--- src/rtl/pgtr_pkg.sv ---
// pgtr_pkg: types, sizes and codes shared by the glyph text renderer
// no dependencies; used by every module of the renderer
`timescale 1ns / 1ps

package pgtr_pkg;

    // font store geometry
    localparam int NUM_GLYPHS       = 128;
    localparam int MAX_GLYPH_HEIGHT = 32;
    localparam int MAX_GLYPH_WIDTH  = 32;
    localparam int CODE_W           = $clog2(NUM_GLYPHS);
    localparam int ROW_W            = $clog2(MAX_GLYPH_HEIGHT);
    localparam int ROW_ADDR_W       = CODE_W + ROW_W;
    localparam int COORD_MAX        = 4095;

    // command queue between front and back
    localparam int FQ_DEPTH = 4;
    localparam int FQ_AW    = $clog2(FQ_DEPTH);

    // op codes of an input word
    localparam logic [1:0] OP_LOAD   = 2'd0;
    localparam logic [1:0] OP_DRAW   = 2'd1;
    localparam logic [1:0] OP_CURSOR = 2'd2;

    // configuration register indexes
    localparam logic [7:0] REG_GLYPH_HEIGHT = 8'd0;
    localparam logic [7:0] REG_WRAP_WIDTH   = 8'd1;

    // input word
    typedef struct packed {
        logic [1:0]  op;
        logic [7:0]  char_code;
        logic [4:0]  row_index;
        logic [31:0] row_bits;
        logic [5:0]  glyph_width;
        logic [11:0] pos_x;
        logic [11:0] pos_y;
        logic [15:0] color;
    } t_in;

    // result word
    typedef struct packed {
        logic [11:0] out_x;
        logic [11:0] out_y;
        logic [31:0] row_mask;
        logic [5:0]  row_width;
        logic [15:0] out_color;
        logic        last;
    } t_out;

    // configuration registers
    typedef struct packed {
        logic [5:0]  glyph_height;
        logic [11:0] wrap_width;
    } t_cfg;

    // classified command kinds
    typedef enum logic [1:0] {
        KIND_LOAD,
        KIND_DRAW,
        KIND_CURSOR
    } t_kind;

    // queued command after classification
    typedef struct packed {
        t_kind                 kind;
        logic [CODE_W-1:0]     code;
        logic [ROW_W-1:0]      row;
        logic [31:0]           bits;
        logic [5:0]            width;
        logic [11:0]           pos_x;
        logic [11:0]           pos_y;
        logic [15:0]           color;
    } t_cmd;

    // queue head toward the back end
    typedef struct packed {
        logic valid;
        t_cmd cmd;
    } t_head;

endpackage

--- src/rtl/pgtr_front.sv ---
// pgtr_front: accepts input words, drops those without effect, queues the rest
// depends on pgtr_pkg
`timescale 1ns / 1ps

module pgtr_front (
    input  logic            i_clk,
    input  logic            i_rst_n,
    input  logic            start,
    output logic            busy,
    input  pgtr_pkg::t_in   i_item,
    input  logic            i_pop,
    output pgtr_pkg::t_head o_head
);

    pgtr_pkg::t_cmd            r_q [pgtr_pkg::FQ_DEPTH];
    logic [pgtr_pkg::FQ_AW-1:0] r_wr, n_wr;
    logic [pgtr_pkg::FQ_AW-1:0] r_rd, n_rd;
    logic [pgtr_pkg::FQ_AW:0]   r_cnt, n_cnt;
    logic                       keep;
    logic                       code_ok;
    logic                       push;
    logic                       pop;
    pgtr_pkg::t_cmd             cmd;

    // classify the incoming word
    always_comb begin
        code_ok = ({1'b0, i_item.char_code} < 9'(pgtr_pkg::NUM_GLYPHS));
        cmd.code  = i_item.char_code[pgtr_pkg::CODE_W-1:0];
        cmd.row   = i_item.row_index[pgtr_pkg::ROW_W-1:0];
        cmd.bits  = i_item.row_bits;
        cmd.width = (i_item.glyph_width > 6'(pgtr_pkg::MAX_GLYPH_WIDTH))
                    ? 6'(pgtr_pkg::MAX_GLYPH_WIDTH) : i_item.glyph_width;
        cmd.pos_x = i_item.pos_x;
        cmd.pos_y = i_item.pos_y;
        cmd.color = i_item.color;
        cmd.kind  = pgtr_pkg::KIND_LOAD;
        keep      = 1'b0;
        case (i_item.op)
            pgtr_pkg::OP_LOAD: begin
                cmd.kind = pgtr_pkg::KIND_LOAD;
                keep     = code_ok;
            end
            pgtr_pkg::OP_DRAW: begin
                cmd.kind = pgtr_pkg::KIND_DRAW;
                keep     = code_ok;
            end
            pgtr_pkg::OP_CURSOR: begin
                cmd.kind = pgtr_pkg::KIND_CURSOR;
                keep     = 1'b1;
            end
            default: begin
                keep = 1'b0;
            end
        endcase
    end

    // queue control
    always_comb begin
        busy  = (r_cnt == (pgtr_pkg::FQ_AW+1)'(pgtr_pkg::FQ_DEPTH));
        push  = start && !busy && keep;
        pop   = i_pop && (r_cnt != '0);
        n_wr  = push ? r_wr + 1'b1 : r_wr;
        n_rd  = pop ? r_rd + 1'b1 : r_rd;
        n_cnt = r_cnt + (pgtr_pkg::FQ_AW+1)'(push) - (pgtr_pkg::FQ_AW+1)'(pop);
        o_head.valid = (r_cnt != '0);
        o_head.cmd   = r_q[r_rd];
    end

    always_ff @(posedge i_clk) begin
        if (!i_rst_n) begin
            r_wr  <= '0;
            r_rd  <= '0;
            r_cnt <= '0;
        end else begin
            r_wr  <= n_wr;
            r_rd  <= n_rd;
            r_cnt <= n_cnt;
        end
    end

    // queue storage
    always_ff @(posedge i_clk) begin
        if (push) begin
            r_q[r_wr] <= cmd;
        end
    end

endmodule

--- config.mk ---
export PLATFORM = sky130hd
export DESIGN_NAME = pgtr_front
export DESIGN_NICKNAME = d
export VERILOG_FILES = /design/src/rtl/pgtr_pkg.sv /design/src/rtl/pgtr_front.sv
export SDC_FILE = /design/constraint.sdc
export NUM_CORES = 1
export LEC_CHECK = 0
export BUFFER_PORTS_ARGS = -buffer_cell sky130_fd_sc_hd__buf_2
export CORE_ASPECT_RATIO = 1.2
export CORE_UTILIZATION = 50
export CTS_CLUSTER_SIZE = 24
export DETAILED_ROUTE_END_ITERATION = 8
export PLACE_DENSITY_LB_ADDON = 0.2
export SYNTH_ARGS = -nofsm -noshare
export SYNTH_HDL_FRONTEND = slang
export SYNTH_SLANG_ARGS = --single-unit
export TNS_END_PERCENT = 50
--- constraint.sdc ---
create_clock -name i_clk -period 10.8 [get_ports i_clk]
set_input_delay 1.08 -clock i_clk [delete_from_list [all_inputs] [get_ports i_clk]]
set_output_delay 1.08 -clock i_clk [all_outputs]
set_load 0.05 [all_outputs]
==> impl_metrics.yaml <==
outcome:
  status: "finished, final reports clean"
synth:
  synth_area_leaders: "edfxtp_1 (80%), mux4_2 (15%), dfxtp_1 (1.3%)"
  synth_edf_count: 368
  ys_types: 20
  synth_common_cells: "edfxtp_1 (368), mux4_2 (92)"
  synth.most_common_cell: "edfxtp_1"
  ys.flop_type: "edfxtp_1"
  synth_top_area_frac: 0.799
  synth.net_count: 641
  synthArstFlopShare: 0
  netlist_area_um2: 13800
  seq_area_frac_synth: 0.812
  yosysWarnings: 0
  ys_ff_latch: 377
  netlist_instances: 537
  synth.avg_cell_area_um2: 25.8
  yosys.area.top_type: "edfxtp_1"
worst_setup_path:
  r2r_start: "r_cnt[2]$_SDFF_PN0_"
  cp_max_fo: 52
  cp-end-kind: "output pin"
  crit_required_ns: 9.72
  startpoint_type: "flop"
  path_class: "reg -> out"
  arrival_ns: 3.30
die:
  die_x_um: 154
  coreArea_um2: 27200
  die_area_um2: 28300
  die_y_um: 184
  initial_core_util: 0.509
  design.portCount: 191
  rows: 66
drt:
  wirelength_um: 24900
  antenna_left: 0
  vias: 6135
  post_drt_wl_per_cell_um: 22.3
  drtPass1Iterations: 6
  drc: 0
  viasPerCell: 5.50
  drt-initial-drc-count: 235
finish:
  multiInputGateArea_um2: 2420
  nets: 853
  nFillCells: 1932
  register_area_um2: 11200
  area_growth_pct: 17.3
  fin_util: 0.597
  drive_above_1_share: 0.446
timing:
  tns_ns: 0
  max-slew-margin-rel: 0.312
  min_period_ns: 4.38
  setup_viol_count_final: 0
  final.period_utilization: 0.406
  fmaxAchievable_ghz: 0.228
  rsz0062_at_grt: "no"
  finClkSkew_ns: 0.0116
  hold_viol_final: 0
  tightest_slew_ns: 1.03
  slew_violations: 0
placement:
  port_buffers: 190
  place_congestion: 0.705
  hpwl_um: 14600
clock_tree:
  post_cts_buffers: 0
  root_buffer: "clkbuf_16"
  cts_tree: "yes"
  clk_latency_ns: 0.51
  cts_hold_buf: 0
  cts_buffer_depth: 3
  cts_resized: 0
  cts.reportedPaths.clkPinSlew_ns: 0.06
  cts.sinks: 377
  htreeDepth: 2
  cts_buffers: 36
global_route:
  grt_pass1_wl_um: 37700
  grt_pass1_vias: 6700
  gr-total-overflow: 0
  grt_max_degree: 62
  grt_usage: 0.179
  grt_antenna_before_repair: 4
pwr:
  ir_drop_mv: 0.147
  p_per_area_nw_per_um2: 246
  leakage_nw: 5.39
worst_hold_path:
  hold_path.class: "reg -> reg"
  min_from: "r_wr[1]$_SDFFE_PN0P_"
job:
  max_cap_violations: 0
## critical path, cell delays in order (launching register included)
cell and delay, ns:
dfxtp_4 0.94, buf_4 0.94, mux4_2 0.64, buf_2 0.23
## sequential cells by signal, summed over array words and instances, names as in the netlist, named ones only
signal  count
r_cnt       3
r_rd        2
r_q       368
r_wr        2
## cell families (layout without fill, tap and decap cells)
family,Yosys count,count (layout),share of synthesized area
AND/OR/NAND/NOR,24,24,0.0115
flip-flops,377,377,0.812
other,0,1,0
multiplexers,95,95,0.152
buffers and inverters,28,266,0.0133
AO/OA/AOI/OAI,2,2,0.00127
XOR/XNOR,4,4,0.00253
adder cells (fa/ha/maj),7,7,0.00688
## area by class of cell
type                            count  area share
Inverter                            6     0.00139
Tap cell                          340      0.0262
Timing Repair Buffer              196      0.0614
Clock inverter                     16     0.00841
Sequential cell                   377       0.693
Clock buffer                       48      0.0602
Multi-Input combinational cell    132       0.149
Antenna cell                        1    0.000154
## path summary, 6_finish.rpt
check                              end  depth (start not counted)  slack (ns)
setup / recovery            o_head[45]                          3        6.42
hold / removal    r_wr[1]$_SDFFE_PN0P_                          2        0.50
setup reg to reg  r_q[1][62]$_DFFE_PP_                          4        8.04
hold reg to reg   r_wr[1]$_SDFFE_PN0P_                          2        0.50
## where the power goes
| group | internal [W] | switching, W | leakage, nW | total, W |
|---|---|---|---|---|
| Sequential | 0.00168 | 0.0000692 | 3.42 | 0.00175 |
| Clock | 0.000686 | 0.000499 | 0.540 | 0.00119 |
| Combinational | 0.000339 | 0.000718 | 1.43 | 0.00106 |
## cell usage in the layout, fill, tap and decap left out, types with 4 or more instances in the layout
cell / netlist / routed
clkbuf_1: 4 / 10
edfxtp_1: 368 / 368
nand2_1: 4 / 4
ha_1: 6 / 6
dfxtp_1: 9 / 7
inv_1: 6 / 6
and2_4: 0 / 4
clkinv_1: 0 / 5
clkbuf_16: 0 / 37
and2_1: 8 / 4
xnor2_1: 4 / 4
buf_4: 0 / 6
mux4_2: 92 / 92
nor2b_1: 9 / 9
clkinv_2: 0 / 5
buf_2: 9 / 190
## stage by stage
stage | setup slack, ns | area (um^2) | power, W | hold slack (ns) | cells
after floorplan | 6.49 | 13800 | 0.00264 | 0.468 | 537
after global placement | 6.82 | 15100 | 0.00285 | 0.477 | 1051
after detailed placement | 6.82 | 15100 | 0.00286 | 0.496 | 1051
after CTS | 6.27 | 16200 | 0.00405 | 0.505 | 1115
after global routing | 6.08 | 16200 | 0.00414 | 0.530 | 1115
final | 6.42 | 16200 | 0.00400 | 0.501 | 1116
## layer usage
layer	vias up	GRT usage	wire [um]
li1	2726	-	-
met1	3210	0.217	10000
met2	158	0.315	13000
met3	37	0.0491	1470
met4	4	0.0500	433
met5	-	0	23
Power figures use the tool's default switching activity.
